**config.mk**
```make
export PLATFORM = sky130hd
export DESIGN_NAME = sexpr_boundary_detector_core_flat
export DESIGN_NICKNAME = d
export VERILOG_FILES = /design/src/sbd_pkg.sv /design/src/sbd_in_if.sv /design/src/sbd_out_if.sv /design/src/sexpr_boundary_detector_core.sv /design/src/flat_wrapper.sv
export SDC_FILE = /design/constraint.sdc
export NUM_CORES = 1
export LEC_CHECK = 0
export ABC_CLOCK_PERIOD_IN_PS = 8100
export BUFFER_PORTS_ARGS = -buffer_cell sky130_fd_sc_hd__buf_2
export CAP_MARGIN = 10
export CORE_ASPECT_RATIO = 0.8
export CORE_UTILIZATION = 40
export CTS_BUF_LIST = sky130_fd_sc_hd__clkbuf_8 sky130_fd_sc_hd__clkbuf_16
export DETAILED_ROUTE_END_ITERATION = 12
export GPL_ROUTABILITY_DRIVEN = 0
export PLACE_DENSITY = 0.55
export SYNTH_ARGS = -nofsm -noshare
export SYNTH_HDL_FRONTEND = slang
export SYNTH_SLANG_ARGS = --single-unit
```
**constraint.sdc**
```tcl
create_clock -name clk -period 8.1 [get_ports clk]
set_input_delay 1.215 -clock clk [delete_from_list [all_inputs] [get_ports clk]]
set_output_delay 1.215 -clock clk [all_outputs]
set_load 0.01 [all_outputs]
```
**src/sbd_pkg.sv**
```systemverilog
package sbd_pkg;

	// Field widths of the channels
	localparam int ACTION_W   = 2;
	localparam int CHAR_W     = 8;
	localparam int STATUS_W   = 3;
	localparam int END_OFF_W  = 16;

	typedef logic [ACTION_W-1:0]  action_t;
	typedef logic [CHAR_W-1:0]    char_t;
	typedef logic [STATUS_W-1:0]  status_t;
	typedef logic [END_OFF_W-1:0] end_off_t;

	// Action codes
	localparam action_t ACT_CHAR    = 2'd0;
	localparam action_t ACT_END     = 2'd1;
	localparam action_t ACT_RESTART = 2'd2;

	// Status codes
	localparam status_t ST_PENDING    = 3'd0;
	localparam status_t ST_COMPLETE   = 3'd1;
	localparam status_t ST_MISMATCH   = 3'd2;
	localparam status_t ST_INCOMPLETE = 3'd3;
	localparam status_t ST_OVERFLOW   = 3'd4;

	// Characters of interest
	localparam char_t CH_LPAREN    = 8'h28;
	localparam char_t CH_RPAREN    = 8'h29;
	localparam char_t CH_LBRACK    = 8'h5B;
	localparam char_t CH_RBRACK    = 8'h5D;
	localparam char_t CH_HASH      = 8'h23;
	localparam char_t CH_BAR       = 8'h7C;
	localparam char_t CH_SEMI      = 8'h3B;
	localparam char_t CH_NEWLINE   = 8'h0A;
	localparam char_t CH_QUOTE     = 8'h22;
	localparam char_t CH_BACKSLASH = 8'h5C;
	localparam char_t CH_SPACE     = 8'h20;
	localparam char_t CH_TAB       = 8'h09;
	localparam char_t CH_CR        = 8'h0D;

	function automatic logic is_blank(char_t c);
		return (c == CH_SPACE) || (c == CH_TAB) || (c == CH_CR) || (c == CH_NEWLINE);
	endfunction

	function automatic logic is_delim(char_t c);
		return is_blank(c) || (c == CH_SEMI) || (c == CH_QUOTE) || (c == CH_LPAREN) ||
			(c == CH_LBRACK) || (c == CH_RPAREN) || (c == CH_RBRACK);
	endfunction

endpackage

```
**src/sbd_in_if.sv**
```systemverilog
interface sbd_in_if;
	import sbd_pkg::*;

	logic    valid;
	logic    ready;
	action_t action;
	char_t   character;

	modport source (output valid, output action, output character, input ready);
	modport sink (input valid, input action, input character, output ready);

endinterface

```
**src/sbd_out_if.sv**
```systemverilog
interface sbd_out_if;
	import sbd_pkg::*;

	logic     valid;
	logic     ready;
	status_t  status;
	end_off_t end_offset;

	modport source (output valid, output status, output end_offset, input ready);
	modport sink (input valid, input status, input end_offset, output ready);

endinterface

```
**src/sexpr_boundary_detector_core.sv**
```systemverilog
// Channel  | Dir | Payload                        | Transaction
// ---------+-----+--------------------------------+-----------------------------
// items    | in  | action[1:0], character[7:0]    | one byte, end mark or restart
// results  | out | status[2:0], end_offset[15:0]  | one verdict per item
//
// One item per cycle, sustained while results are taken; each result is registered.
// The closer stack lives in a synchronous RAM whose top entry is re-read every
// cycle from the next stack count, with write-to-read forwarding on a push.
// A two-entry output buffer lets an item enter while a result waits; items
// stall only when both entries are full. Reset clears all control state; the
// stack RAM needs no clearing pass, as only entries below the count are read.
module sexpr_boundary_detector_core #(
	parameter int MAX_NEST         = 64,
	parameter int MAX_COMMENT_NEST = 16,
	parameter int OFFSET_BITS      = 16
) (
	input  logic      clk,
	input  logic      arst_n,
	sbd_in_if.sink    items,
	sbd_out_if.source results
);
	import sbd_pkg::*;

	localparam int CW = $clog2(MAX_NEST + 1);
	localparam int AW = (MAX_NEST > 1) ? $clog2(MAX_NEST) : 1;
	localparam int DW = $clog2(MAX_COMMENT_NEST + 1);

	// Scan mode codes
	localparam logic [2:0] M_START  = 3'd0;
	localparam logic [2:0] M_LINE   = 3'd1;
	localparam logic [2:0] M_TERM   = 3'd2;
	localparam logic [2:0] M_STRING = 3'd3;
	localparam logic [2:0] M_BLOCK  = 3'd4;
	localparam logic [2:0] M_HASH   = 3'd5;
	localparam logic [2:0] M_LIST   = 3'd6;

	// Lookahead codes in a block comment
	localparam logic [1:0] LA_NONE = 2'd0;
	localparam logic [1:0] LA_HASH = 2'd1;
	localparam logic [1:0] LA_BAR  = 2'd2;

	localparam logic [OFFSET_BITS-1:0] OFF_MAX = '1;

	// Scanner state
	logic [2:0]             mode_q, n_mode;
	logic                   in_list_q, n_in_list;
	logic                   esc_q, n_esc;
	logic [1:0]             la_q, n_la;
	logic [DW-1:0]          cdepth_q, n_cdepth;
	logic [OFFSET_BITS-1:0] pos_q, n_pos, pos_inc;
	status_t                verdict_q, n_verdict;
	logic [OFFSET_BITS-1:0] voff_q, n_voff;
	logic [CW-1:0]          count_q, n_count;

	// Stack RAM and its registered top
	logic           stack_mem [MAX_NEST];
	logic           top_q;
	logic           we;
	logic [AW-1:0]  wa, ra;
	logic           wd;
	logic [CW-1:0]  nc_dec;

	// Output buffer
	logic     out_valid_q, skid_valid_q;
	status_t  out_status_q, skid_status_q;
	end_off_t out_off_q, skid_off_q;
	logic     acc, take;
	logic [31:0] voff_ext;
	end_off_t new_off;

	logic do_list;
	logic c_open, c_close;
	char_t c;

	assign acc  = items.valid && items.ready;
	assign take = results.valid && results.ready;
	assign c    = items.character;
	assign pos_inc = (pos_q == OFF_MAX) ? pos_q : pos_q + 1'b1;
	assign c_open  = (c == CH_LPAREN) || (c == CH_LBRACK);
	assign c_close = (c == CH_RPAREN) || (c == CH_RBRACK);

	// Compute the next scanner state for the accepted item
	always_comb begin
		n_mode    = mode_q;
		n_in_list = in_list_q;
		n_esc     = esc_q;
		n_la      = la_q;
		n_cdepth  = cdepth_q;
		n_pos     = pos_q;
		n_verdict = verdict_q;
		n_voff    = voff_q;
		n_count   = count_q;
		we        = 1'b0;
		wa        = count_q[AW-1:0];
		wd        = (c == CH_LBRACK);
		do_list   = 1'b0;

		if (acc) begin
			if (items.action == ACT_RESTART) begin
				n_mode    = M_START;
				n_in_list = 1'b0;
				n_esc     = 1'b0;
				n_la      = LA_NONE;
				n_cdepth  = '0;
				n_pos     = '0;
				n_verdict = ST_PENDING;
				n_voff    = '0;
				n_count   = '0;
			end else if (items.action == ACT_CHAR && verdict_q == ST_PENDING) begin
				n_pos = pos_inc;
				case (mode_q)
					M_START: begin
						if (is_blank(c)) begin
						end else if (c == CH_SEMI) begin
							n_mode = M_LINE;
						end else if (c_open) begin
							n_in_list = 1'b1;
							n_mode    = M_LIST;
							if (count_q >= CW'(MAX_NEST)) begin
								n_verdict = ST_OVERFLOW;
								n_voff    = '0;
							end else begin
								we      = 1'b1;
								n_count = count_q + 1'b1;
							end
						end else if (c == CH_QUOTE) begin
							n_mode = M_STRING;
							n_esc  = 1'b0;
						end else if (c == CH_HASH) begin
							n_mode = M_HASH;
						end else if (is_delim(c)) begin
							// lone closer: empty term ending here
							n_verdict = ST_COMPLETE;
							n_voff    = pos_q;
						end else begin
							n_mode = M_TERM;
						end
					end
					M_LINE: begin
						if (c == CH_NEWLINE)
							n_mode = in_list_q ? M_LIST : M_START;
					end
					M_STRING: begin
						if (esc_q) begin
							n_esc = 1'b0;
						end else if (c == CH_BACKSLASH) begin
							n_esc = 1'b1;
						end else if (c == CH_QUOTE) begin
							if (in_list_q) begin
								n_mode = M_LIST;
							end else begin
								n_verdict = ST_COMPLETE;
								n_voff    = pos_inc;
							end
						end
					end
					M_BLOCK: begin
						if (la_q == LA_HASH && c == CH_BAR) begin
							n_la = LA_NONE;
							if (cdepth_q >= DW'(MAX_COMMENT_NEST)) begin
								n_verdict = ST_OVERFLOW;
								n_voff    = '0;
							end else begin
								n_cdepth = cdepth_q + 1'b1;
							end
						end else if (la_q == LA_BAR && c == CH_HASH) begin
							n_la = LA_NONE;
							if (cdepth_q != '0)
								n_cdepth = cdepth_q - 1'b1;
							if (cdepth_q <= DW'(1)) begin
								if (in_list_q) begin
									n_mode = M_LIST;
								end else begin
									n_verdict = ST_COMPLETE;
									n_voff    = pos_inc;
								end
							end
						end else begin
							n_la = (c == CH_HASH) ? LA_HASH : (c == CH_BAR) ? LA_BAR : LA_NONE;
						end
					end
					M_TERM, M_HASH: begin
						if (mode_q == M_HASH && c == CH_BAR) begin
							n_mode   = M_BLOCK;
							n_cdepth = DW'(1);
							n_la     = LA_NONE;
						end else if (!is_delim(c)) begin
							n_mode = M_TERM;
						end else if (in_list_q) begin
							n_mode  = M_LIST;
							do_list = 1'b1;
						end else begin
							n_verdict = ST_COMPLETE;
							n_voff    = pos_q;
						end
					end
					default: begin
						do_list = 1'b1;
					end
				endcase

				// Handle a byte at list level
				if (do_list) begin
					if (is_blank(c)) begin
					end else if (c == CH_SEMI) begin
						n_mode = M_LINE;
					end else if (c_close) begin
						if (count_q == '0 || top_q != (c == CH_RBRACK)) begin
							n_verdict = ST_MISMATCH;
							n_voff    = '0;
						end else begin
							n_count = count_q - 1'b1;
							if (count_q == CW'(1)) begin
								n_verdict = ST_COMPLETE;
								n_voff    = pos_inc;
							end
						end
					end else if (c == CH_QUOTE) begin
						n_mode = M_STRING;
						n_esc  = 1'b0;
					end else if (c == CH_HASH) begin
						n_mode = M_HASH;
					end else if (c_open) begin
						if (count_q >= CW'(MAX_NEST)) begin
							n_verdict = ST_OVERFLOW;
							n_voff    = '0;
						end else begin
							we      = 1'b1;
							n_count = count_q + 1'b1;
						end
					end else begin
						n_mode = M_TERM;
					end
				end
			end else if (items.action == ACT_END && verdict_q == ST_PENDING) begin
				if (!in_list_q && (mode_q == M_TERM || mode_q == M_HASH)) begin
					n_verdict = ST_COMPLETE;
					n_voff    = pos_q;
				end else begin
					n_verdict = ST_INCOMPLETE;
					n_voff    = '0;
				end
			end
		end
	end

	// Read address: top entry under the next count
	assign nc_dec = (n_count == '0) ? '0 : n_count - 1'b1;
	assign ra     = nc_dec[AW-1:0];

	// Write the stack RAM
	always_ff @(posedge clk) begin
		if (we)
			stack_mem[wa] <= wd;
	end

	// Read the top entry, forwarding a same-cycle push
	always_ff @(posedge clk) begin
		if (we && wa == ra)
			top_q <= wd;
		else
			top_q <= stack_mem[ra];
	end

	// Advance scanner state
	always_ff @(posedge clk or negedge arst_n) begin
		if (!arst_n) begin
			mode_q    <= M_START;
			in_list_q <= 1'b0;
			esc_q     <= 1'b0;
			la_q      <= LA_NONE;
			cdepth_q  <= '0;
			pos_q     <= '0;
			verdict_q <= ST_PENDING;
			voff_q    <= '0;
			count_q   <= '0;
		end else begin
			mode_q    <= n_mode;
			in_list_q <= n_in_list;
			esc_q     <= n_esc;
			la_q      <= n_la;
			cdepth_q  <= n_cdepth;
			pos_q     <= n_pos;
			verdict_q <= n_verdict;
			voff_q    <= n_voff;
			count_q   <= n_count;
		end
	end

	// Cut the offset to the port width
	assign voff_ext = 32'(n_voff);
	assign new_off  = (n_verdict == ST_COMPLETE) ? voff_ext[END_OFF_W-1:0] : '0;

	// Output buffer control
	always_ff @(posedge clk or negedge arst_n) begin
		if (!arst_n) begin
			out_valid_q  <= 1'b0;
			skid_valid_q <= 1'b0;
		end else begin
			if (take && skid_valid_q) begin
				skid_valid_q <= 1'b0;
			end else if (acc) begin
				if (out_valid_q && !take)
					skid_valid_q <= 1'b1;
				else
					out_valid_q <= 1'b1;
			end else if (take) begin
				out_valid_q <= 1'b0;
			end
		end
	end

	// Output buffer payload
	always_ff @(posedge clk) begin
		if (take && skid_valid_q) begin
			out_status_q <= skid_status_q;
			out_off_q    <= skid_off_q;
		end else if (acc) begin
			if (out_valid_q && !take) begin
				skid_status_q <= n_verdict;
				skid_off_q    <= new_off;
			end else begin
				out_status_q <= n_verdict;
				out_off_q    <= new_off;
			end
		end
	end

	assign items.ready        = !skid_valid_q;
	assign results.valid      = out_valid_q;
	assign results.status     = out_status_q;
	assign results.end_offset = out_off_q;

`ifndef SYNTHESIS
	// A final verdict holds until a restart
	a_verdict_sticky: assert property (@(posedge clk) disable iff (!arst_n)
		(verdict_q != ST_PENDING && !(acc && items.action == ACT_RESTART))
		|=> $stable(verdict_q))
		else $error("final verdict changed without restart");

	// The skid entry is only used behind a full main entry
	a_skid_behind_main: assert property (@(posedge clk) disable iff (!arst_n)
		skid_valid_q |-> out_valid_q)
		else $error("skid entry valid with main entry empty");

	// Stack count never exceeds the nesting limit
	a_count_bound: assert property (@(posedge clk) disable iff (!arst_n)
		count_q <= CW'(MAX_NEST))
		else $error("stack count beyond limit");

	// Only a complete verdict carries an offset
	a_offset_only_complete: assert property (@(posedge clk) disable iff (!arst_n)
		(results.valid && results.status != ST_COMPLETE) |-> (results.end_offset == '0))
		else $error("offset on a non-complete verdict");
`endif

endmodule

```
**src/flat_wrapper.sv**
```systemverilog
// flat-port wrapper written by rule: the top's interface ports become plain ports
module sexpr_boundary_detector_core_flat import sbd_pkg::*;
#(
	parameter int MAX_NEST         = 64,
	parameter int MAX_COMMENT_NEST = 16,
	parameter int OFFSET_BITS      = 16
)
  (clk, arst_n, items_valid, items_action, items_character, items_ready, results_valid, results_status, results_end_offset, results_ready);
  sbd_in_if items_i ();
  sbd_out_if results_i ();
  input  logic clk;
  input  logic arst_n;
  input wire logic [$bits(items_i.valid)-1:0] items_valid;
  input wire logic [$bits(items_i.action)-1:0] items_action;
  input wire logic [$bits(items_i.character)-1:0] items_character;
  output wire logic [$bits(items_i.ready)-1:0] items_ready;
  output wire logic [$bits(results_i.valid)-1:0] results_valid;
  output wire logic [$bits(results_i.status)-1:0] results_status;
  output wire logic [$bits(results_i.end_offset)-1:0] results_end_offset;
  input wire logic [$bits(results_i.ready)-1:0] results_ready;
  assign items_i.valid = items_valid;
  assign items_i.action = items_action;
  assign items_i.character = items_character;
  assign items_ready = items_i.ready;
  assign results_valid = results_i.valid;
  assign results_status = results_i.status;
  assign results_end_offset = results_i.end_offset;
  assign results_i.ready = results_ready;
  sexpr_boundary_detector_core #(.MAX_NEST(MAX_NEST), .MAX_COMMENT_NEST(MAX_COMMENT_NEST), .OFFSET_BITS(OFFSET_BITS)) u_core (.clk(clk), .arst_n(arst_n), .items(items_i), .results(results_i));
endmodule
```
==> results of run 1 <==
==> path summary, 6_finish.rpt <==
kind	slack, ps	depth (start not counted)	end
setup / recovery	3170	13	u_core.results.end_offset[4]
min in group asynchronous	960	2	u_core.mode_q[0]
hold / removal	520	2	u_core.results.end_offset[2]
hold reg to reg	520	2	u_core.results.end_offset[2]
max in group asynchronous	6590	2	u_core.verdict_q[0]
setup reg to reg	3510	14	flop
==> flip-flops by register name, indices dropped and copies added, names as in the netlist, named ones only <==
signal and count:
u_core.in_list_q 1, u_core.results.valid 1, u_core.pos_q 16, u_core.stack_mem 64
u_core.voff_q 16, u_core.results.status 3, u_core.la_q 2, u_core.cdepth_q 5
u_core.skid_status_q 3, u_core.skid_off_q 16, u_core.mode_q 3, u_core.esc_q 1
u_core.skid_valid_q 1, u_core.count_q 7, u_core.verdict_q 3, u_core.results.end_offset 16
==> cells in the mapped netlist, types with 4 or more instances <==
library cell  count
a211o_1           5
a211oi_1          4
a21boi_0          4
a21oi_1          67
a221oi_1          6
a22o_1           19
a22oi_1          13
a31o_2            4
a31oi_1          13
a32o_1            4
and2_1            6
and3_1           11
clkbuf_1         52
dfrtp_1          56
dfxtp_1           6
edfxtp_1        102
ha_1              8
inv_1            30
mux2_2            5
mux2i_1           6
mux4_2           21
nand2_1         114
nand2b_1         14
nand3_1          38
nand4_1           6
nor2_1          130
nor2b_1          16
nor3_1           29
nor4_1            6
o2111ai_1         6
o211ai_1         16
o21a_1            9
o21ai_0          72
o22ai_1           9
o31ai_1          23
o32ai_1           4
or2_2             7
or3_1             6
xnor2_1           4
xor2_1            6
==> layout make-up <==
| cell class | instances | area (um2) | area share |
|---|---|---|---|
| Multi-Input combinational cell | 769 | 4820 | 0.447 |
| Sequential cell | 164 | 4580 | 0.425 |
| Clock buffer | 17 | 425 | 0.0395 |
| Tap cell | 312 | 390 | 0.0362 |
| Timing Repair Buffer | 51 | 298 | 0.0276 |
| Clock inverter | 15 | 150 | 0.0139 |
| Inverter | 31 | 116 | 0.0108 |
==> cell families after synthesis <==
| family | Yosys count | synth area share |
|---|---|---|
| XOR/XNOR | 11 | 0.0107 |
| AND/OR/NAND/NOR | 410 | 0.202 |
| multiplexers | 32 | 0.0605 |
| buffers and inverters | 89 | 0.0362 |
| flip-flops | 164 | 0.471 |
| AO/OA/AOI/OAI | 308 | 0.210 |
| adder cells (fa/ha/maj) | 8 | 0.0103 |
==> worst register-to-register path, cell delays in order (launching register included) <==
cell and delay, ps:
dfxtp_1 600, buf_4 340, mux4_2 550, mux4_2 530, mux4_2 520, xnor2_2 290, nor3b_4 400, o31a_1 200
o21ai_1 110, inv_1 80, ha_1 180, inv_1 60, nor3_1 280, and4_4 300, nor2_1 40
==> power by group <==
part           internal, mW  total [mW]  leakage [nW]  switching (mW)
sequential             1.01        1.14          1.67           0.123
clock                 0.433       0.810         0.282           0.377
combinational         0.228       0.622          1.74           0.394
total                  1.67        2.57          3.69           0.894
==> layer usage <==
layer,vias to the layer above,wire [um],track usage
met4,0,379,0.0594
li1,3880,-,-
met3,29,3280,0.0635
met2,429,11800,0.323
met5,-,0,0
met1,4174,14400,0.389
==> metrics by stage <==
stage | util | setup slack [ps] | hold slack [ps] | area, um2 | std cells
after floorplan | - | 1700 | 478 | 9740 | 1022
after global placement | 0.432 | 2920 | 500 | 10200 | 1327
after detailed placement | 0.432 | 2740 | 509 | 10200 | 1327
after CTS | 0.456 | 3220 | 529 | 10800 | 1359
after global routing | 0.456 | 2750 | 542 | 10800 | 1359
final | 0.456 | 3170 | 521 | 10800 | 1359
==> key figures, run 1 <==
Run status
  – Status: completed

STA
  – Max-slew headroom: 0.169
  – Setup tns final: 0 ps
  – Final clock skew: 13.1 ps
  – Fin crit period: slightly below 5000 ps
  – Endpoints failing setup: 0
  – Highest Clock Rate: 0.203 GHz
  – Worst Tran Pin Value: ~1200 ps
  – RSZ-0062 raised after global routing: false
  – Final Cycle Share: 0.609
  – Max Slew Vio Count: 0
  – Final hold viol count: 0

Clocking
  – # hold bufs at CTS: 0
  – H-tree levels: 4
  – Root Buffer: clkbuf_16
  – Num Clock Sinks: 164
  – Post-CTS setup buffer count: 0
  – CTS tree: done
  – Clock transition at path regs: approximately 70 ps
  – Max clock buf depth: 2
  – Later-pin clock latency in the skew report: 440 ps
  – Total CTS buffers: 17
  – Post-cts resize count: 0

Yosys
  – Synthesis Warnings: 0
  – Synth area leaders: edfxtp_1, dfrtp_1, nor2_1
  – Syn_area_per_cell: around 9.5 um2
  – Mapped Area: 9740 um2
  – Post-synthesis sequential area ratio: 0.471
  – Synth async-reset ratio: 0.341
  – Post-synthesis cell type count: 82
  – Post-Syn Nets: 1044
  – Number of flops mapped to enable cells by yosys: 102
  – Synth Instances: 1022
  – Top-area cell type share of the netlist area: 0.314
  – Main flop type after synthesis: edfxtp_1
  – FF+latch count, synth: 164
  – Yosys top cell by area: edfxtp_1

Setup path
  – CP required: about 8300 ps
  – CP endpoint kind: flop
  – Crit path launch type: primary input
  – CP top delay family: compound AO/OA/AOI/OAI gates
  – Crit Path Category: primary input to flop
  – Slowest Stage Delay on Critical Path: 880 ps
  – WP data arrival: 5120 ps
  – CP cell instances: buf_2, nand4bb_1, nor4b_4, buf_4, nor4_1, a21oi_1, o2111ai_1, o21ai_0, a221oi_1, nand4bb_1, buf_4, nor2_4, a22o_1
  – Origin of the worst setup path: items_character[5]
  – Slowest stage cell, crit path: nor4_1
  – Buffers and inverters on the worst path: 3
  – Largest fanout on the critical path: 73

Floorplanning
  – Initial Util: 0.412
  – Horiz. Die Dim: 176 um
  – Die ar.: 25000 um2
  – Io pins: 35
  – Die H: 142 um
  – Row count: 50
  – Core Box Area: 23600 um2

Power and ir drop
  – Peak supply drop: around 0.17 mV
  – Design Power: 2.57 mW
  – P_leak: between 3 and 4 nW
  – Power per standard cell area: approximately 240 nW/um2

Global routing
  – Congestion Overflow GR: 0
  – Global-route wire length before repair: around 46000 um
  – Antenna violations before repair: 0
  – GRT Util Overall: 0.245
  – Largest net degree at the start of global routing: 74
  – Number of global-route vias before repair: 7692

Final layout
  – Leading cell type in the layout, fill and taps excluded: nor2_1
  – Most frequent cells in the layout: nor2_1, nand2_1, edfxtp_1, o21ai_0, a21oi_1
  – Antenna cell count: 0
  – Layout cells sized above 1: 0.124
  – Nets: 1056
  – Area Overhead vs Synth: 10.7%
  – Fillcell total: 2284

Route
  – DRT iter0 DRCs: 1033
  – Final ANT Viol Nets: 0
  – Via/cell ratio: 6.26
  – WL per Instance: 22.0 um
  – Final wirelength: 29900 um
  – # DRC: 0
  – Vias: ~8500
  – Pre-Repair DR Iteration Count: 5

Worst hold path
  – Hold Path Class: flop to flop
  – Hold Startpoint: u_core.skid_off_q[2]

Placement
  – PortBufs: 34
  – Dpl hpwl: 20900 um

Job
  – Max-cap viol count: 0
Power figures use the tool's default switching activity.
==> run 2: changes to the inputs <==
--- a/config.mk
+++ b/config.mk
@@ -5,7 +5,8 @@
 export SDC_FILE = /design/constraint.sdc
 export NUM_CORES = 1
 export LEC_CHECK = 0
-export ABC_CLOCK_PERIOD_IN_PS = 8100
+export ABC_AREA = 1
+export ABC_CLOCK_PERIOD_IN_PS = 4950
 export BUFFER_PORTS_ARGS = -buffer_cell sky130_fd_sc_hd__buf_2
 export CAP_MARGIN = 10
 export CORE_ASPECT_RATIO = 0.8
@@ -13,7 +14,7 @@
 export CTS_BUF_LIST = sky130_fd_sc_hd__clkbuf_8 sky130_fd_sc_hd__clkbuf_16
 export DETAILED_ROUTE_END_ITERATION = 12
 export GPL_ROUTABILITY_DRIVEN = 0
-export PLACE_DENSITY = 0.55
+export PLACE_DENSITY = 0.54
 export SYNTH_ARGS = -nofsm -noshare
 export SYNTH_HDL_FRONTEND = slang
 export SYNTH_SLANG_ARGS = --single-unit
==> constraint.sdc (replaced) <==
create_clock -name clk -period 4.95 [get_ports clk]
set_input_delay 0.7425 -clock clk [delete_from_list [all_inputs] [get_ports clk]]
set_output_delay 0.7425 -clock clk [all_outputs]
set_load 0.01 [all_outputs]
==> run 2 against run 1 <==
  * Hold slack got worse by 390 ps
  * First-iteration DRC count rose by 19%
  * Clock power grew 85%
  * Largest cell class unchanged
==> key figures, run 2 <==
Yosys
  – Post-Syn Nets: 1442 (was 1044)
  – Synth Area in XOR/XNOR: 0.00997 (was 0.0107)
  – Main combinational cell family by area after synthesis: simple AND/OR/NAND/NOR gates (was compound AO/OA/AOI/OAI gates)
  – Main flop type after synthesis: edfxtp_1 (unchanged)
  – Yosys top cell by area: edfxtp_1 (unchanged)
  – Post-synthesis cell type count: 51 (was 82)
  – FF+latch count, synth: 164 (unchanged)
  – Mapped Area: 10500 um2 (was 9740 um2)
  – Synth Instances: 1420 (was 1022)
  – Number of flops mapped to enable cells by yosys: 102 (unchanged)
  – Synth Area in Adders: 0.00949 (was 0.0103)
  – Compound-Gate Fraction of Synth Area: 0.161 (was 0.210)
  – Synth area leaders: edfxtp_1, dfrtp_1, nand2_1 (was edfxtp_1, dfrtp_1, nor2_1)
  – Mux contribution to synthesized area: 0 (was 0.0605)
  – Syn_area_per_cell: 7.42 um2 (was 9.53 um2)
  – Top-area cell type share of the netlist area: 0.291 (was 0.314)
  – Synthesis Warnings: 0 (unchanged)
  – Post-synthesis sequential area ratio: 0.435 (was 0.471)
  – Synth cell count leaders: nand2_1, nor2_1, nand3_1, inv_1, o21ai_0 (was nor2_1, nand2_1, edfxtp_1, o21ai_0, a21oi_1)
  – Most common cell in the netlist: nand2_1 (was nor2_1)
  – Simple-Gate Fraction of Synth Area: 0.308 (was 0.202)
  – Synth async-reset ratio: 0.341 (unchanged)

Power and ir drop
  – Seq pwr share: 0.312 (was 0.443)
  – Comb power frac: 0.472 (was 0.242)
  – Sw Ratio: 0.481 (was 0.348)
  – Peak supply drop: 0.303 mV (was 0.174 mV)
  – Sw Pwr: 3.33 mW (was 894 uW)
  – Design Power: 6.91 mW (was 2.57 mW)
  – Cell Int Power: 3.58 mW (was 1.67 mW)
  – P_leak: 4.90 nW (was 3.69 nW)
  – Share of power burned in the clock network: 0.217 (was 0.315)
  – Power per standard cell area: 590 nW/um2 (was 238 nW/um2)

Placement
  – Pre-CTS setup slack: 732 ps (was 2740 ps)
  – Post-Place Cells: 1773 (was 1327)
  – Dpl hpwl: 23700 um (was 20900 um)
  – PortBufs: 34 (unchanged)
  – Dpl cell area: 11100 um2 (was 10200 um2)

Job
  – Max-cap viol count: 0 (unchanged)

STA
  – Setup tns final: 0 ps (unchanged)
  – Fin crit period: slightly below 4000 ps
  – Worst Slack Setup Final: 1060 ps (was 3170 ps)
  – Final Cycle Share: 0.785
  – Hold WS: 130 ps (was 521 ps)
  – RSZ-0062 raised after global routing: false (unchanged)
  – Worst Tran Pin Value: 1050 ps (was 1240 ps)
  – Max-slew headroom: 0.299 (was 0.169)
  – Highest Clock Rate: about 0.26 GHz
  – Final hold viol count: 0 (unchanged)
  – Endpoints failing setup: 0 (unchanged)
  – Final clock skew: 14.5 ps (was 13.1 ps)
  – Max Slew Vio Count: 0 (unchanged)

Setup path
  – CP endpoint kind: flop (unchanged)
  – Slowest Stage Delay on Critical Path: 470 ps (was 880 ps)
  – R2r worst-path depth: 21 (was 14)
  – CP required: 5230 ps (was 8290 ps)
  – CP cell instances: buf_4, inv_2, nand2_1, nand3_1, nand3_1, nand2_1, nand2_1, nand3_1, nand3_1, nand3_2, nand3_4, nand2_1, nand2_1, buf_4, inv_2, nand2_1, nand2_1, a22oi_2, nor2_4, nand2_4, a21oi_1 (was buf_2, nand4bb_1, nor4b_4, buf_4, nor4_1, a21oi_1, o2111ai_1, o21ai_0, a221oi_1, nand4bb_1, buf_4, nor2_4, a22o_1)
  – Worst path most repeated cell: nand2_1
  – Worst reg2reg setup slack: 1060 ps (was 3510 ps)
  – Largest fanout on the critical path: 32 (was 73)
  – Reg2reg end: u_core.skid_off_q[0]
  – Slowest stage cell, crit path: inv_2 (was nor4_1)
  – Crit Path Category: flop to flop (was primary input to flop)
  – Crit path launch type: flop (was primary input)
  – WP data arrival: 4170 ps (was 5120 ps)

Route
  – Vias: 9931 (was 8512)
  – Via/cell ratio: 5.50 (was 6.26)
  – # DRC: 0 (unchanged)
  – Pre-Repair DR Iteration Count: 8 (was 5)
  – WL per Instance: 18.3 um (was 22.0 um)
  – Final wirelength: 33100 um (was 29900 um)
  – DRT iter0 DRCs: 1227 (was 1033)
  – Final ANT Viol Nets: 0 (unchanged)

Final layout
  – Max FFs per register: 64 (unchanged)
  – Layout cells sized above 1: 0.111 (was 0.124)
  – Biggest register: u_core.stack_mem (unchanged)
  – Design area: 11700 um2 (was 10800 um2)
  – Final Util: 0.458 (was 0.456)
  – Antenna cell count: 0 (unchanged)
  – Multi-input logic area: 5160 um2 (was 4820 um2)
  – Fillcell total: 2581 (was 2284)
  – Register Area: 4580 um2 (unchanged)
  – Nets: 1463 (was 1056)
  – Final Non-Filler Cells: 1805 (was 1359)
  – Leading cell type in the layout, fill and taps excluded: nand2_1 (was nor2_1)
  – Area Overhead vs Synth: 11.2% (was 10.7%)
  – Most frequent cells in the layout: nand2_1, nor2_1, nand3_1, inv_1, o21ai_0 (was nor2_1, nand2_1, edfxtp_1, o21ai_0, a21oi_1)

Clocking
  – Max clock buf depth: 2 (unchanged)
  – Total CTS buffers: 17 (unchanged)
  – Post-cts resize count: 0 (unchanged)
  – Clock transition at path regs: 70 ps (about the same)
  – Num Clock Sinks: 164 (unchanged)
  – Later-pin clock latency in the skew report: 440 ps (about the same)
  – Root Buffer: clkbuf_16 (unchanged)
  – Post-CTS setup buffer count: 0 (unchanged)
  – CTS tree: done (unchanged)
  – H-tree levels: 4 (unchanged)
  – # hold bufs at CTS: 0 (unchanged)

Floorplanning
  – Die ar.: 27000 um2 (was 25000 um2)
  – Row count: 52 (was 50)
  – Core Box Area: 25600 um2 (was 23600 um2)
  – Die H: 147 um (was 142 um)
  – Io pins: 35 (unchanged)
  – Initial Util: 0.412 (about the same)
  – Horiz. Die Dim: 184 um (was 176 um)

Global routing
  – Congestion Overflow GR: 0 (unchanged)
  – Antenna violations before repair: 0 (unchanged)
  – Largest net degree at the start of global routing: 65 (was 74)
  – GRT Util Overall: 0.253 (was 0.245)
  – Global-route wire length before repair: 52700 um (was 46000 um)
  – Number of global-route vias before repair: 9082 (was 7692)

Worst hold path
  – Hold Path Class: primary input to async pin (was flop to flop)

Run status
  – Status: completed (unchanged)
## run 2: changes by cell type after synthesis, sizes merged, moves of 19 or more
| cell | change |
|---|---|
| inv | +116 |
| o22ai | +21 |
| mux4 | -21 |
| a21oi | +35 |
| nor2 | +36 |
| o21ai | +59 |
| clkbuf | -22 |
| a22o | -19 |
| o31ai | -22 |
| nand3 | +94 |
| nand4 | +27 |
| nand2 | +258 |
## run 2: worst max-delay path by stage
| stage | to | slack (ps) | cells past startpoint |
|---|---|---|---|
| floorplan | flop | 1800 | 22 |
| global placement | u_core.skid_off_q[2] | 800 | 23 |
| detailed placement | u_core.skid_off_q[0] | 730 | 22 |
| CTS | u_core.skid_off_q[0] | 1110 | 21 |
| global route | u_core.skid_off_q[0] | 650 | 21 |
| finish | u_core.skid_off_q[0] | 1060 | 21 |
## run 2: final cells by class
| cell class | count | share of cell area |
|---|---|---|
| repair buffers | 52 | 0.0260 |
| well taps | 351 | 0.0375 |
| clock inverters | 15 | 0.0202 |
| clock buffers | 17 | 0.0363 |
| multi-input cells | 1054 | 0.440 |
| flip-flops and latches | 164 | 0.391 |
| inverters | 152 | 0.0487 |
## run 2: critical path, delay by kind of cell (launching register included)
family / cells / cell delay (ps)
buffers and inverters: 4 / 980
AOI/OAI and AO/OA: 2 / 270
and+or+nand+nor: 15 / 2130
DFF: 1 / 310
## run 2: power by group through the flow
stage / Combinational, mW / Sequential (mW) / Clock (mW)
finish: 3.26 / 2.16 / 1.50
global route: 3.63 / 2.19 / 1.57
CTS: 3.20 / 2.14 / 1.52
detailed placement: 3.18 / 2.16 / 0
global placement: 3.19 / 2.17 / 0
floorplan: 2.33 / 2.02 / 0
## run 2: kinds of logic after synthesis
| group | after synthesis |
|---|---|
| DFF | 164 |
| AOI/OAI and AO/OA | 296 |
| and+or+nand+nor | 738 |
| adders and majority gates | 8 |
| xor gates and xnor gates | 12 |
| buffers and inverters | 202 |
## run 2: metal layers
metal | vias up | routed length, um | global-route usage
met5 | - | 0 | 0
met2 | 445 | 12800 | 0.336
met3 | 32 | 3010 | 0.0508
li1 | 4861 | - | -
met1 | 4593 | 16800 | 0.409
met4 | 0 | 474 | 0.0604
